File: src/esc_pkg.sv
// ----------------------------------------------------------------------------
// esc_pkg
// Shared types and calendar constants for the epoch seconds to calendar block.
// ----------------------------------------------------------------------------
package esc_pkg;

    typedef struct packed {
        logic vld;
        logic dat;
    } t_bitstr;

    typedef enum logic [2:0] {
        ST_IDLE,
        ST_STREAM,
        ST_YEAR,
        ST_LEAP,
        ST_FIX,
        ST_MONTH,
        ST_OUT
    } t_state;

    localparam int unsigned DIV_MIN   = 60;
    localparam int unsigned DIV_HOUR  = 24;
    localparam int unsigned DIV_YEAR  = 365;
    localparam int unsigned DIV_WEEK  = 7;
    localparam int unsigned DIV_CENT  = 25;

    localparam int unsigned EPOCH_YEAR    = 1970;
    localparam int unsigned BASE_YEAR     = 1900;
    localparam int unsigned DAYS_PER_YEAR = 365;
    localparam int unsigned EPOCH_WDAY    = 4;
    localparam int unsigned LEAPS_BEFORE_EPOCH =
        (EPOCH_YEAR - 1) / 4 - (EPOCH_YEAR - 1) / 100 + (EPOCH_YEAR - 1) / 400;

    localparam logic [3:0] MONTH_FEB  = 4'd1;
    localparam logic [3:0] MONTH_LAST = 4'd11;

    localparam logic [4:0] MONTH_LEN [0:11] = '{
        5'd31, 5'd28, 5'd31, 5'd30, 5'd31, 5'd30,
        5'd31, 5'd31, 5'd30, 5'd31, 5'd30, 5'd31
    };

endpackage

File: src/esc_divcell.sv
// ----------------------------------------------------------------------------
// esc_divcell
// Bit-serial restoring divider by a constant. Takes the dividend MSB first,
// one bit a cycle, and emits the quotient bits as a registered stream.
// ----------------------------------------------------------------------------
module esc_divcell #(
    parameter int unsigned DIVISOR = 60
) (
    input  logic                         i_clk,
    input  logic                         i_rst_n,
    input  logic                         i_clr,
    input  esc_pkg::t_bitstr             i_str,
    output esc_pkg::t_bitstr             o_str,
    output logic [$clog2(DIVISOR)-1:0]   o_rem
);
    import esc_pkg::*;

    localparam int RW = $clog2(DIVISOR);

    logic [RW-1:0] r_rem;
    logic [RW-1:0] n_rem;
    t_bitstr       r_str;
    t_bitstr       n_str;
    logic [RW:0]   w_x;
    logic          w_ge;

    assign w_x  = {r_rem, i_str.dat};
    assign w_ge = (w_x >= (RW + 1)'(DIVISOR));

    always_comb begin
        n_rem     = r_rem;
        n_str.vld = i_str.vld;
        n_str.dat = i_str.vld & w_ge;
        if (i_str.vld) begin
            if (w_ge) begin
                n_rem = RW'(w_x - (RW + 1)'(DIVISOR));
            end else begin
                n_rem = w_x[RW-1:0];
            end
        end
    end

    always_ff @(posedge i_clk) begin
        if (!i_rst_n || i_clr) begin
            r_str <= '0;
            r_rem <= '0;
        end else begin
            r_str <= n_str;
            r_rem <= n_rem;
        end
    end

    assign o_str = r_str;
    assign o_rem = r_rem;

endmodule

File: src/epoch_seconds_to_calendar.sv
// ----------------------------------------------------------------------------
// epoch_seconds_to_calendar
// Converts a count of seconds since 1970-01-01 00:00:00 into Gregorian
// calendar fields: second, minute, hour, day of month, month, year, day of
// year and weekday.
//
// Input channel: i_in_valid / o_in_ready carry i_epoch_seconds. Output
// channel: o_out_valid / i_out_ready carry the calendar fields, one result
// for every request.
// The time value runs MSB first, one bit a cycle, through a chain of serial
// dividers (/60, /60, /24, then /365 and /7 side by side); a serial /25
// divider then finds the centuries for the leap-year count, and a month
// scan walks at most twelve months, one a cycle. One request is in flight
// at a time: o_in_ready returns in the cycle after the result enters the
// output register, so a new request is taken only once the previous result
// has been loaded into the output register.
// Reset clears the sequencer and the output valid. A stalled receiver holds
// the result in the output register; a new request is still taken, and its
// result waits until the held one is taken.
// ----------------------------------------------------------------------------
module epoch_seconds_to_calendar #(
    parameter int TIME_BITS = 32
) (
    input  logic                 i_clk,
    input  logic                 i_rst_n,
    input  logic                 i_in_valid,
    output logic                 o_in_ready,
    input  logic [TIME_BITS-1:0] i_epoch_seconds,
    output logic                 o_out_valid,
    input  logic                 i_out_ready,
    output logic [5:0]           o_second_of_minute,
    output logic [5:0]           o_minute_of_hour,
    output logic [4:0]           o_hour_of_day,
    output logic [4:0]           o_day_of_month,
    output logic [3:0]           o_month_index,
    output logic [7:0]           o_years_since_1900,
    output logic [8:0]           o_day_of_year,
    output logic [2:0]           o_weekday
);
    import esc_pkg::*;

    localparam int Q_W    = TIME_BITS - 24;
    localparam int Y_W    = ((Q_W > 11) ? Q_W : 11) + 1;
    localparam int A_W    = Y_W - 2;
    localparam int B_W    = A_W - 4;
    localparam int R_W    = A_W + 1;
    localparam int CNT_W  = $clog2(TIME_BITS + 4);
    localparam int MIN_W  = $clog2(DIV_MIN);
    localparam int HOUR_W = $clog2(DIV_HOUR);
    localparam int YEAR_W = $clog2(DIV_YEAR);
    localparam int WEEK_W = $clog2(DIV_WEEK);
    localparam int CENT_W = $clog2(DIV_CENT);

    t_state r_state;
    t_state n_state;

    logic [CNT_W-1:0]     r_cnt;
    logic [TIME_BITS-1:0] r_tsh;
    logic [Q_W-1:0]       r_q;
    logic [Y_W-1:0]       r_y0;
    logic [A_W-1:0]       r_ash;
    logic [B_W-1:0]       r_b;
    logic [R_W-1:0]       r_rem;
    logic [R_W-1:0]       n_rem;
    logic [3:0]           r_mon;
    logic [7:0]           r_yr;
    logic [7:0]           n_yr;
    logic [8:0]           r_doy;
    logic                 r_leap;
    logic                 n_leap;
    logic                 r_ovld;

    logic [5:0] r_out_sec;
    logic [5:0] r_out_min;
    logic [4:0] r_out_hour;
    logic [4:0] r_out_dom;
    logic [3:0] r_out_mon;
    logic [7:0] r_out_yr;
    logic [8:0] r_out_doy;
    logic [2:0] r_out_wday;

    logic s_accept;
    logic s_stream_end;
    logic s_leap_end;
    logic s_month_done;
    logic s_load_out;
    logic s_clr_cent;

    t_bitstr w_src;
    t_bitstr w_s1;
    t_bitstr w_s2;
    t_bitstr w_s3;
    t_bitstr w_s365;
    t_bitstr w_acent;
    t_bitstr w_s25;

    logic [MIN_W-1:0]  w_sec;
    logic [MIN_W-1:0]  w_min;
    logic [HOUR_W-1:0] w_hour;
    logic [YEAR_W-1:0] w_r365;
    logic [WEEK_W-1:0] w_d7;
    logic [CENT_W-1:0] w_c25;

    logic [Y_W-1:0] w_y0;
    logic [A_W-1:0] w_extra;
    logic           w_corr;
    logic [R_W-1:0] w_fwd;
    logic [R_W-1:0] w_back;
    logic           w_leap0;
    logic           w_leap1;
    logic           w_wrap;
    logic [4:0]     w_len;
    logic [2:0]     w_wday;

    // ---------------------------------------------------------------- control
    assign s_stream_end = (r_cnt == CNT_W'(TIME_BITS + 3));
    assign s_leap_end   = (r_cnt == CNT_W'(A_W));
    assign s_month_done = (r_mon == MONTH_LAST) || (r_rem < R_W'(w_len));

    always_comb begin
        n_state = r_state;
        unique case (r_state)
            ST_IDLE: begin
                if (i_in_valid) begin
                    n_state = ST_STREAM;
                end
            end
            ST_STREAM: begin
                if (s_stream_end) begin
                    n_state = ST_YEAR;
                end
            end
            ST_YEAR: begin
                n_state = ST_LEAP;
            end
            ST_LEAP: begin
                if (s_leap_end) begin
                    n_state = ST_FIX;
                end
            end
            ST_FIX: begin
                n_state = ST_MONTH;
            end
            ST_MONTH: begin
                if (s_month_done) begin
                    n_state = ST_OUT;
                end
            end
            ST_OUT: begin
                if (!r_ovld || i_out_ready) begin
                    n_state = ST_IDLE;
                end
            end
            default: begin
                n_state = ST_IDLE;
            end
        endcase
    end

    always_comb begin
        o_in_ready = 1'b0;
        s_accept   = 1'b0;
        s_load_out = 1'b0;
        s_clr_cent = 1'b0;
        w_src      = '0;
        w_acent    = '0;
        unique case (r_state)
            ST_IDLE: begin
                o_in_ready = 1'b1;
                s_accept   = i_in_valid;
            end
            ST_STREAM: begin
                w_src.vld = (r_cnt < CNT_W'(TIME_BITS));
                w_src.dat = r_tsh[TIME_BITS-1];
            end
            ST_YEAR: begin
                s_clr_cent = 1'b1;
            end
            ST_LEAP: begin
                w_acent.vld = (r_cnt < CNT_W'(A_W));
                w_acent.dat = r_ash[A_W-1];
            end
            ST_FIX: begin
            end
            ST_MONTH: begin
            end
            ST_OUT: begin
                s_load_out = !r_ovld || i_out_ready;
            end
            default: begin
            end
        endcase
    end

    always_ff @(posedge i_clk) begin
        if (!i_rst_n) begin
            r_state <= ST_IDLE;
        end else begin
            r_state <= n_state;
        end
    end

    // ------------------------------------------------------- serial dividers
    esc_divcell #(.DIVISOR(DIV_MIN)) u_div_sec (
        .i_clk   (i_clk),
        .i_rst_n (i_rst_n),
        .i_clr   (s_accept),
        .i_str   (w_src),
        .o_str   (w_s1),
        .o_rem   (w_sec)
    );

    esc_divcell #(.DIVISOR(DIV_MIN)) u_div_min (
        .i_clk   (i_clk),
        .i_rst_n (i_rst_n),
        .i_clr   (s_accept),
        .i_str   (w_s1),
        .o_str   (w_s2),
        .o_rem   (w_min)
    );

    esc_divcell #(.DIVISOR(DIV_HOUR)) u_div_hour (
        .i_clk   (i_clk),
        .i_rst_n (i_rst_n),
        .i_clr   (s_accept),
        .i_str   (w_s2),
        .o_str   (w_s3),
        .o_rem   (w_hour)
    );

    esc_divcell #(.DIVISOR(DIV_YEAR)) u_div_year (
        .i_clk   (i_clk),
        .i_rst_n (i_rst_n),
        .i_clr   (s_accept),
        .i_str   (w_s3),
        .o_str   (w_s365),
        .o_rem   (w_r365)
    );

    esc_divcell #(.DIVISOR(DIV_WEEK)) u_div_week (
        .i_clk   (i_clk),
        .i_rst_n (i_rst_n),
        .i_clr   (s_accept),
        .i_str   (w_s3),
        .o_str   (),
        .o_rem   (w_d7)
    );

    esc_divcell #(.DIVISOR(DIV_CENT)) u_div_cent (
        .i_clk   (i_clk),
        .i_rst_n (i_rst_n),
        .i_clr   (s_clr_cent),
        .i_str   (w_acent),
        .o_str   (w_s25),
        .o_rem   (w_c25)
    );

    // ------------------------------------------------------ year correction
    assign w_y0    = Y_W'(r_q) + Y_W'(EPOCH_YEAR - 1);
    assign w_extra = r_y0[Y_W-1:2] - A_W'(r_b) + A_W'(r_b >> 2)
                   - A_W'(LEAPS_BEFORE_EPOCH);
    assign w_corr  = (A_W'(w_r365) < w_extra);
    assign w_fwd   = R_W'(w_r365) - R_W'(w_extra);
    assign w_wrap  = (r_y0[1:0] == 2'd3) && (w_c25 == CENT_W'(DIV_CENT - 1));
    assign w_leap0 = (r_y0[1:0] == 2'd0)
                   && ((w_c25 != '0) || (r_b[1:0] == 2'd0));
    assign w_leap1 = (r_y0[1:0] == 2'd3)
                   && (!w_wrap || ((r_b[1:0] + 2'd1) == 2'd0));
    assign w_back  = R_W'(w_r365) + R_W'(DAYS_PER_YEAR) + R_W'(w_leap0)
                   - R_W'(w_extra);

    always_comb begin
        if (w_corr) begin
            n_rem  = w_back[R_W-1] ? '0 : w_back;
            n_leap = w_leap0;
            n_yr   = 8'(r_y0 - Y_W'(BASE_YEAR));
        end else begin
            n_rem  = w_fwd;
            n_leap = w_leap1;
            n_yr   = 8'(r_y0 - Y_W'(BASE_YEAR) + Y_W'(1));
        end
    end

    assign w_len  = MONTH_LEN[r_mon] + 5'((r_mon == MONTH_FEB) && r_leap);
    assign w_wday = (w_d7 >= WEEK_W'(DIV_WEEK - EPOCH_WDAY))
                  ? 3'(w_d7 - WEEK_W'(DIV_WEEK - EPOCH_WDAY))
                  : 3'(w_d7 + WEEK_W'(EPOCH_WDAY));

    // ------------------------------------------------------------- datapath
    always_ff @(posedge i_clk) begin
        if (s_accept || (r_state == ST_YEAR)) begin
            r_cnt <= '0;
        end else if ((r_state == ST_STREAM) || (r_state == ST_LEAP)) begin
            r_cnt <= r_cnt + CNT_W'(1);
        end

        if (s_accept) begin
            r_tsh <= i_epoch_seconds;
        end else if (r_state == ST_STREAM) begin
            r_tsh <= {r_tsh[TIME_BITS-2:0], 1'b0};
        end

        if (w_s365.vld) begin
            r_q <= {r_q[Q_W-2:0], w_s365.dat};
        end

        if (r_state == ST_YEAR) begin
            r_y0  <= w_y0;
            r_ash <= w_y0[Y_W-1:2];
        end else if (r_state == ST_LEAP) begin
            r_ash <= {r_ash[A_W-2:0], 1'b0};
        end

        if (w_s25.vld) begin
            r_b <= {r_b[B_W-2:0], w_s25.dat};
        end

        if (r_state == ST_FIX) begin
            r_rem  <= n_rem;
            r_leap <= n_leap;
            r_yr   <= n_yr;
            r_doy  <= 9'(n_rem + R_W'(1));
            r_mon  <= '0;
        end else if ((r_state == ST_MONTH) && !s_month_done) begin
            r_rem <= r_rem - R_W'(w_len);
            r_mon <= r_mon + 4'd1;
        end

        if (s_load_out) begin
            r_out_sec  <= w_sec;
            r_out_min  <= w_min;
            r_out_hour <= w_hour;
            r_out_dom  <= 5'(r_rem + R_W'(1));
            r_out_mon  <= r_mon;
            r_out_yr   <= r_yr;
            r_out_doy  <= r_doy;
            r_out_wday <= w_wday;
        end
    end

    always_ff @(posedge i_clk) begin
        if (!i_rst_n) begin
            r_ovld <= 1'b0;
        end else if (s_load_out) begin
            r_ovld <= 1'b1;
        end else if (i_out_ready) begin
            r_ovld <= 1'b0;
        end
    end

    assign o_out_valid        = r_ovld;
    assign o_second_of_minute = r_out_sec;
    assign o_minute_of_hour   = r_out_min;
    assign o_hour_of_day      = r_out_hour;
    assign o_day_of_month     = r_out_dom;
    assign o_month_index      = r_out_mon;
    assign o_years_since_1900 = r_out_yr;
    assign o_day_of_year      = r_out_doy;
    assign o_weekday          = r_out_wday;

    // ----------------------------------------------------------- assertions
    a_accept_busy: assert property (@(posedge i_clk) disable iff (!i_rst_n)
        (i_in_valid && o_in_ready) |=> !o_in_ready)
        else $error("request accepted while a conversion is under way");

    a_year_stream_end: assert property (@(posedge i_clk) disable iff (!i_rst_n)
        ((r_state == ST_STREAM) && s_stream_end) |-> w_s365.vld)
        else $error("year divider stream out of step with the stream counter");

    a_year_stream_idle: assert property (@(posedge i_clk) disable iff (!i_rst_n)
        (r_state == ST_YEAR) |-> !w_s365.vld)
        else $error("year divider still busy after the stream phase");

    a_out_hold: assert property (@(posedge i_clk) disable iff (!i_rst_n)
        ((r_state == ST_OUT) && r_ovld && !i_out_ready) |=> (r_state == ST_OUT))
        else $error("result dropped while the output register is stalled");

    a_month_range: assert property (@(posedge i_clk) disable iff (!i_rst_n)
        (r_state == ST_MONTH) |-> (r_mon <= MONTH_LAST))
        else $error("month scan ran past December");

endmodule

File: config.mk
export PLATFORM = sky130hd
export DESIGN_NAME = epoch_seconds_to_calendar
export DESIGN_NICKNAME = d
export VERILOG_FILES = /design/src/esc_pkg.sv /design/src/esc_divcell.sv /design/src/epoch_seconds_to_calendar.sv
export SDC_FILE = /design/constraint.sdc
export NUM_CORES = 1
export LEC_CHECK = 0
export ABC_CLOCK_PERIOD_IN_PS = 6200
export CORE_ASPECT_RATIO = 1.75
export CORE_UTILIZATION = 64
export CTS_CLUSTER_DIAMETER = 100
export DETAILED_ROUTE_END_ITERATION = 10
export DONT_BUFFER_PORTS = 1
export GPL_TIMING_DRIVEN = 0
export PLACE_DENSITY = 0.9
export SYNTH_ARGS = -nofsm -noshare
export SYNTH_HDL_FRONTEND = slang
export SYNTH_HIERARCHICAL = 1
export SYNTH_SLANG_ARGS = --single-unit
File: constraint.sdc
create_clock -name i_clk -period 6.2 [get_ports i_clk]
set_clock_uncertainty 0.2 [all_clocks]
set_input_delay 0.62 -clock i_clk [delete_from_list [all_inputs] [get_ports i_clk]]
set_output_delay 0.62 -clock i_clk [all_outputs]
set_load 0.1 [all_outputs]
==> impl_results.md, run 1 <==
- Largest net degree at the start of global routing: 28
- Cell depth of the worst hold path: 1
- Worst setup path startpoint: r_y0[4]
- N_diodes: 0
- Ys Warns: 6
- Post-route clock period utilization: 94.1%
- Max Freq: 0.171 GHz
- Critical Path RT: 6.23 ns
- Max cap viols: 0
- CP Launch Type: flop
- CTS tree: built
- Fillers: 1062
- Die height: 172 µm
- Initial antenna violation count: 0
- Crit path DAT: 5.87 ns
- Clock latency on the worst-skew pair: 0.49 ns
- TritonRoute pass-1 iters: 5
- Hold crit path type: in -> reg
- Internal: 0.00284 W
- Share of cells above drive strength 1: 7.72%
- Slew margin rel.: 4.04%
- Initial core utilization: 65.2%
- P per Cell Area: 373 mW/mm²
- TritonCTS Sinks: 201
- Clock Tree Buf Depth: 3
- Lkg Pwr: 4.56 nW
- H-tree levels: 1
- Clk network pwr share: 25.4%
- CP Max Fanout: 10
- Fraction of power spent switching nets: 33.9%
- Sequential power share: 41.4%
- Crit path to: r_doy[8]
- Post-Route Utilization: 70.7%
- WL per Instance: 17.2 µm
- Status: complete, no violations
- CP endpoint kind: flop
- Die area: 0.0171 mm²
- # DRC: 0
- Slew @ Worst Pin: 1.44 ns
- Gate power share: 33.2%
- Post-CTS Setup Inserts: 0
- I/O Pins: 84
- Syn avg cell area: 10.8 µm²
- Root buf cell: clkbuf_16
- Core Region: 0.0163 mm²
- RePlAce Congestion: 0.879
- Vias per cell: 6.06
- Fin crit period: 5.83 ns
- Input/output buffers: 0
- Iter 0 DRT Violations: 343
- Final hold vios: 0
- Total negative slack: 0 ns
- Row count: 62
- Routed vias: 7365
- Synth Cell Area: 0.0106 mm²
- Max VDD drop: 0.312 mV
- Layout Nets: 1125
- R2R setup slack: 0.37 ns
- Die W: 99.4 µm
- DRT antenna net count: 0
- Detailed-placement wirelength estimate: 15100 µm
- Worst R2R Start: r_y0[4]
- Setup CP Type: reg -> reg
- Grt ovf: 0
- Reg-to-reg endpoint: r_doy[8]
- Switching Power: 0.00146 W
- Net Count, Synth: 1099
- First-pass GRT wire length: 32900 µm
- CTS Buf Count: 19
- Clk slew on worst S/H paths: 0.07 ns
- Unrepaired setup endpoints after global routing: no
- Final WL: 20900 µm
- Post-synthesis cell count: 984
- # setup viols final: 0
- Area grow syn2layout: 8.53%
- GRT Total Usage: 24.2%
- Final slew viol count: 0
- Vias in the first global route: 7181
- Reg2Reg Depth: 23
layer usage:
metal | global-route usage, % | wire length [µm] | vias up
met5 | 0 | 0 | -
met4 | 14.9 | 1120 | 0
met3 | 2.99 | 788 | 79
met2 | 47.5 | 11500 | 222
met1 | 23.7 | 7450 | 3545
li1 | - | - | 3519
worst max-delay path, stage by stage, from the launching register on:
cell	delay, ns
edfxtp_1	0.47
inv_1	0.10
ha_1	0.29
inv_1	0.05
fa_1	0.50
ha_1	0.21
inv_1	0.07
fa_1	0.40
nor2b_1	0.14
o21ai_0	0.09
nand2b_1	0.12
a21o_1	0.13
a21o_1	0.13
xor2_1	0.39
fa_1	0.59
a211oi_1	0.27
a31oi_1	0.16
a21oi_4	0.29
nor2_1	0.10
mux2_1	0.32
ha_1	0.26
nand3_4	0.10
nor3_2	0.06
xnor2_1	0.12
power by group through the flow:
stage | Combinational, W | Clock, W | Sequential, W
3_5_place_dp | 0.00138 | 0 | 0.00181
6_report | 0.00143 | 0.00109 | 0.00178
4_1_cts | 0.00141 | 0.00110 | 0.00178
2_1_floorplan | 0.00109 | 0 | 0.00179
5_1_grt | 0.00158 | 0.00115 | 0.00180
3_3_place_gp | 0.00130 | 0 | 0.00181
through the flow:
| step | worst slack [ns] | total power [W] | cells | area [µm²] | hold slack, ns |
|---|---|---|---|---|---|
| 2_1_floorplan | 0.970 | 0.00288 | 984 | 10600 | 0.186 |
| 3_3_place_gp | 0.126 | 0.00311 | 1176 | 10900 | 0.190 |
| 3_5_place_dp | 0.422 | 0.00319 | 1181 | 10900 | 0.189 |
| 4_1_cts | 0.357 | 0.00429 | 1215 | 11500 | 0.0366 |
| 5_1_grt | 0.105 | 0.00453 | 1215 | 11500 | 0.0451 |
| 6_report | 0.368 | 0.00430 | 1215 | 11500 | 0.0598 |
final cells by class:
cell class	instances	area (µm²)	share of cell area, %
buffer	23	114	0.988
clock buffer	30	547	4.74
clock inverter	4	32.5	0.282
inverter	83	312	2.70
multi-input combinational	677	4760	41.3
sequential	201	5460	47.3
tap	192	240	2.08
timing repair buffer	5	63.8	0.554
flip-flops by register name (all words and copies together), names as in the netlist, 9 cells and up:
| name | cells |
|---|---|
| r_rem | 11 |
| r_doy | 9 |
| u_div_year/o_rem | 9 |
| r_y0 | 12 |
| r_tsh | 32 |
| r_ash | 10 |
| o_day_of_year | 9 |
timing repair:
item | 4_1_cts | 5_1_grt
resized for setup | 0 | 1
hold buffers | 0 | 0
setup endpoints to repair | 0 | 2
how the worst min path moves through the flow:
stage	endpoint	from	slack, ns
after floorplan	r_b[0]	u_div_cent/o_str[0]	0.19
after global placement	r_b[0]	u_div_cent/o_str[0]	0.19
after detailed placement	r_q[0]	u_div_year/o_str[0]	0.19
after CTS	o_out_valid	i_rst_n	0.04
after global routing	o_out_valid	i_rst_n	0.05
final	o_out_valid	i_rst_n	0.06
layout by cell type (no fill, tap or decap), types with 4 or more instances in the layout:
| master | instances |
|---|---|
| a21oi_2 | 4 |
| a31oi_1 | 11 |
| nor2_1 | 45 |
| mux2i_1 | 15 |
| dfxtp_1 | 58 |
| a21oi_1 | 43 |
| nand3b_1 | 13 |
| nor3_1 | 9 |
| o21ai_1 | 10 |
| clkbuf_16 | 19 |
| edfxtp_1 | 143 |
| nand2_1 | 162 |
| nand2b_1 | 11 |
| buf_4 | 4 |
| and2_1 | 5 |
| o31ai_1 | 4 |
| a21o_1 | 10 |
| nor3b_1 | 4 |
| or4b_1 | 4 |
| o21ai_0 | 35 |
| xnor2_1 | 41 |
| fa_1 | 11 |
| ha_1 | 68 |
| inv_1 | 82 |
| nand4_1 | 8 |
| and3_1 | 9 |
| nand3_1 | 26 |
| nor3_2 | 5 |
| buf_6 | 4 |
| xor2_1 | 26 |
| nor2b_1 | 12 |
| clkbuf_1 | 22 |
(Power assumes the default switching activity.)
==> run 2: changes to the inputs <==
--- a/config.mk
+++ b/config.mk
@@ -5,14 +5,14 @@
 export SDC_FILE = /design/constraint.sdc
 export NUM_CORES = 1
 export LEC_CHECK = 0
-export ABC_CLOCK_PERIOD_IN_PS = 6200
+export ABC_CLOCK_PERIOD_IN_PS = 6740
 export CORE_ASPECT_RATIO = 1.75
-export CORE_UTILIZATION = 64
+export CORE_UTILIZATION = 65
 export CTS_CLUSTER_DIAMETER = 100
 export DETAILED_ROUTE_END_ITERATION = 10
 export DONT_BUFFER_PORTS = 1
 export GPL_TIMING_DRIVEN = 0
-export PLACE_DENSITY = 0.9
+export PLACE_DENSITY = 0.91
 export SYNTH_ARGS = -nofsm -noshare
 export SYNTH_HDL_FRONTEND = slang
 export SYNTH_HIERARCHICAL = 1
==> constraint.sdc (replaced) <==
create_clock -name i_clk -period 6.74 [get_ports i_clk]
set_clock_uncertainty 0.2 [all_clocks]
set_input_delay 0.674 -clock i_clk [delete_from_list [all_inputs] [get_ports i_clk]]
set_output_delay 0.674 -clock i_clk [all_outputs]
set_load 0.1 [all_outputs]
==> run 2 against run 1 <==
Worst hold slack better by 0.047 ns. Worst setup slack better by 0.45 ns. Critical path depth unchanged. Design area up 1.3%. Total power down 2.6%. Non-clock buffer count unchanged. Utilization up 2.4 points. Critical endpoint unchanged. Largest power group unchanged. Highest routed layer unchanged.
==> impl_results.md, run 2 (synthesized netlist as in run 1, its figures left out) <==
- Row count: 61
- Worst R2R Start: r_y0[4]
- Initial core utilization: 66.6%
- Reg2Reg Depth: 23
- Grt ovf: 0
- Largest register FFs: 32
- CTS tree: built
- H-tree levels: 1
- Slew @ Worst Pin: 1.31 ns
- Critical Path RT: 6.77 ns
- Post-CTS Setup Inserts: 0
- Setup CP Type: reg -> reg
- Total negative slack: 0 ns
- Sequential power share: 39.1%
- CP Launch Type: flop
- # DRC: 0
- Most common cell after layout, fill and taps aside: nand2_1
- Input/output buffers: 0
- Status: complete, no violations
- Internal: 0.00282 W
- TritonCTS Sinks: 201
- Fillers: 968
- Reg-to-reg endpoint: r_doy[8]
- Unrepaired setup endpoints after global routing: no
- Die height: 171 µm
- Slew margin rel.: 12.6%
- Vias per cell: 6.05
- Min-delay src: i_rst_n
- Cell depth of the worst hold path: 1
- Lkg Pwr: 4.63 nW
- Vias in the first global route: 7317
- Switching Power: 0.00138 W
- Fin crit period: 5.92 ns
- I/O Pins: 84
- Share of cells above drive strength 1: 8.50%
- Initial antenna violation count: 1
- DRT antenna net count: 0
- Clock Tree Buf Depth: 3
- Buffers plus inverters on the worst setup path: 3
- CP max stage delay: 0.59 ns
- Layout Nets: 1125
- Clk slew on worst S/H paths: 0.07 ns
- Gate power share: 31.2%
- CTS Buf Count: 19
- Max VDD drop: 0.281 mV
- Hold Path End: o_out_valid
- Detailed-placement wirelength estimate: 14700 µm
- Cells along the critical path: inv_1 > ha_1 > inv_1 > fa_1 > ha_1 > inv_1 > fa_1 > nor2b_1 > o21ai_0 > nand2b_1 > a21o_1 > a21o_1 > xor2_1 > fa_1 > a211oi_1 > a31oi_1 > a21oi_2 > nor2_1 > mux2_1 > ha_1 > nand3_4 > nor3_2 > xnor2_1
- Largest net degree at the start of global routing: 33
- Register name with the most flops: r_tsh
- Fraction of power spent switching nets: 32.8%
- Worst setup path startpoint: r_y0[4]
- Area grow syn2layout: 9.93%
- Commonest non-fill, non-tap cells in the layout: 162 x nand2_1, 143 x edfxtp_1, 82 x inv_1
- # setup viols final: 0
- Hold crit path type: in -> reg
- Die W: 98.6 µm
- Iter 0 DRT Violations: 557
- GRT Total Usage: 25.6%
- Crit path max-delay family: adder cells
- Routed vias: 7335
- Root buf cell: clkbuf_16
- Max cap viols: 0
- CTS Hold Buffers Added: 0
- PostCTS Resize Cnt: 0
- RePlAce Congestion: 0.869
- Total power: 0.00419 W
- Crit path DAT: 5.95 ns
- Post-route clock period utilization: 87.9%
- CP Max Fanout: 10
- WL per Instance: 17.8 µm
- R2R setup slack: 0.82 ns
- Clk network pwr share: 29.7%
- Core Region: 0.0160 mm²
- First-pass GRT wire length: 34500 µm
- P per Cell Area: 359 mW/mm²
- Final hold vios: 0
- Critical-path top delay cell: fa_1
- Final slew viol count: 0
- Final WL: 21600 µm
- Clock latency on the worst-skew pair: 0.49 ns
- Top Registers: r_tsh (32), r_y0 (12), r_rem (11)
- CP endpoint kind: flop
- Max Freq: 0.169 GHz
- TritonRoute pass-1 iters: 7
- Die area: 0.0169 mm²
run 2: cell count changes in the layout (fill, tap and decap cells not counted), sizes merged:
cell and change:
bufinv +6, clkbuf -9, clkinv +2, clkinvlp +1
diode +1
run 2: cell type report:
cell class | instances | area (µm²) | share of cell area, %
Multi-Input combinational cell | 677 | 4760 | 40.8
Clock buffer | 21 | 503 | 4.31
Buffer | 23 | 113 | 0.965
Sequential cell | 201 | 5460 | 46.7
Timing Repair Buffer | 5 | 60.1 | 0.515
Inverter | 83 | 312 | 2.67
Tap cell | 189 | 236 | 2.03
Antenna cell | 1 | 2.50 | 0.0214
Clock inverter | 13 | 231 | 1.98
run 2: through the flow:
stage / setup WS (ns) / hold WS [ns] / utilization (%) / instances / area (µm²)
final: 0.818 / 0.107 / 73.2 / 1213 / 11700
after global routing: 0.548 / 0.102 / 73.2 / 1212 / 11700
after CTS: 0.906 / 0.0989 / 73.1 / 1211 / 11700
after detailed placement: 0.977 / 0.196 / 68.5 / 1177 / 10900
after global placement: 0.721 / 0.189 / 68.0 / 1173 / 10900
after floorplan: 1.51 / 0.186 / - / 984 / 10600
run 2: worst max path at each step:
stage / endpoint / slack (ns) / depth (start not counted)
4_1_cts: r_doy[8] / 0.91 / 23
2_1_floorplan: r_tsh[0] / 1.51 / 5
6_report: r_doy[8] / 0.82 / 23
3_5_place_dp: r_doy[8] / 0.98 / 23
5_1_grt: r_doy[8] / 0.55 / 23
3_3_place_gp: r_tsh[16] / 0.72 / 5
run 2: metal layers:
metal	vias to the layer above	GRT usage, %	routed length (µm)
li1	3520	-	-
met1	3448	27.1	7790
met2	271	48.5	11700
met3	96	3.88	1060
met4	0	13.6	1070
met5	-	0	0
run 2: power groups by stage:
stage	Clock [W]	Combinational (W)	Sequential [W]
global placement	0	0.00120	0.00166
global route	0.00129	0.00145	0.00166
detailed placement	0	0.00126	0.00166
CTS	0.00125	0.00129	0.00164
floorplan	0	0.00100	0.00165
finish	0.00124	0.00131	0.00164
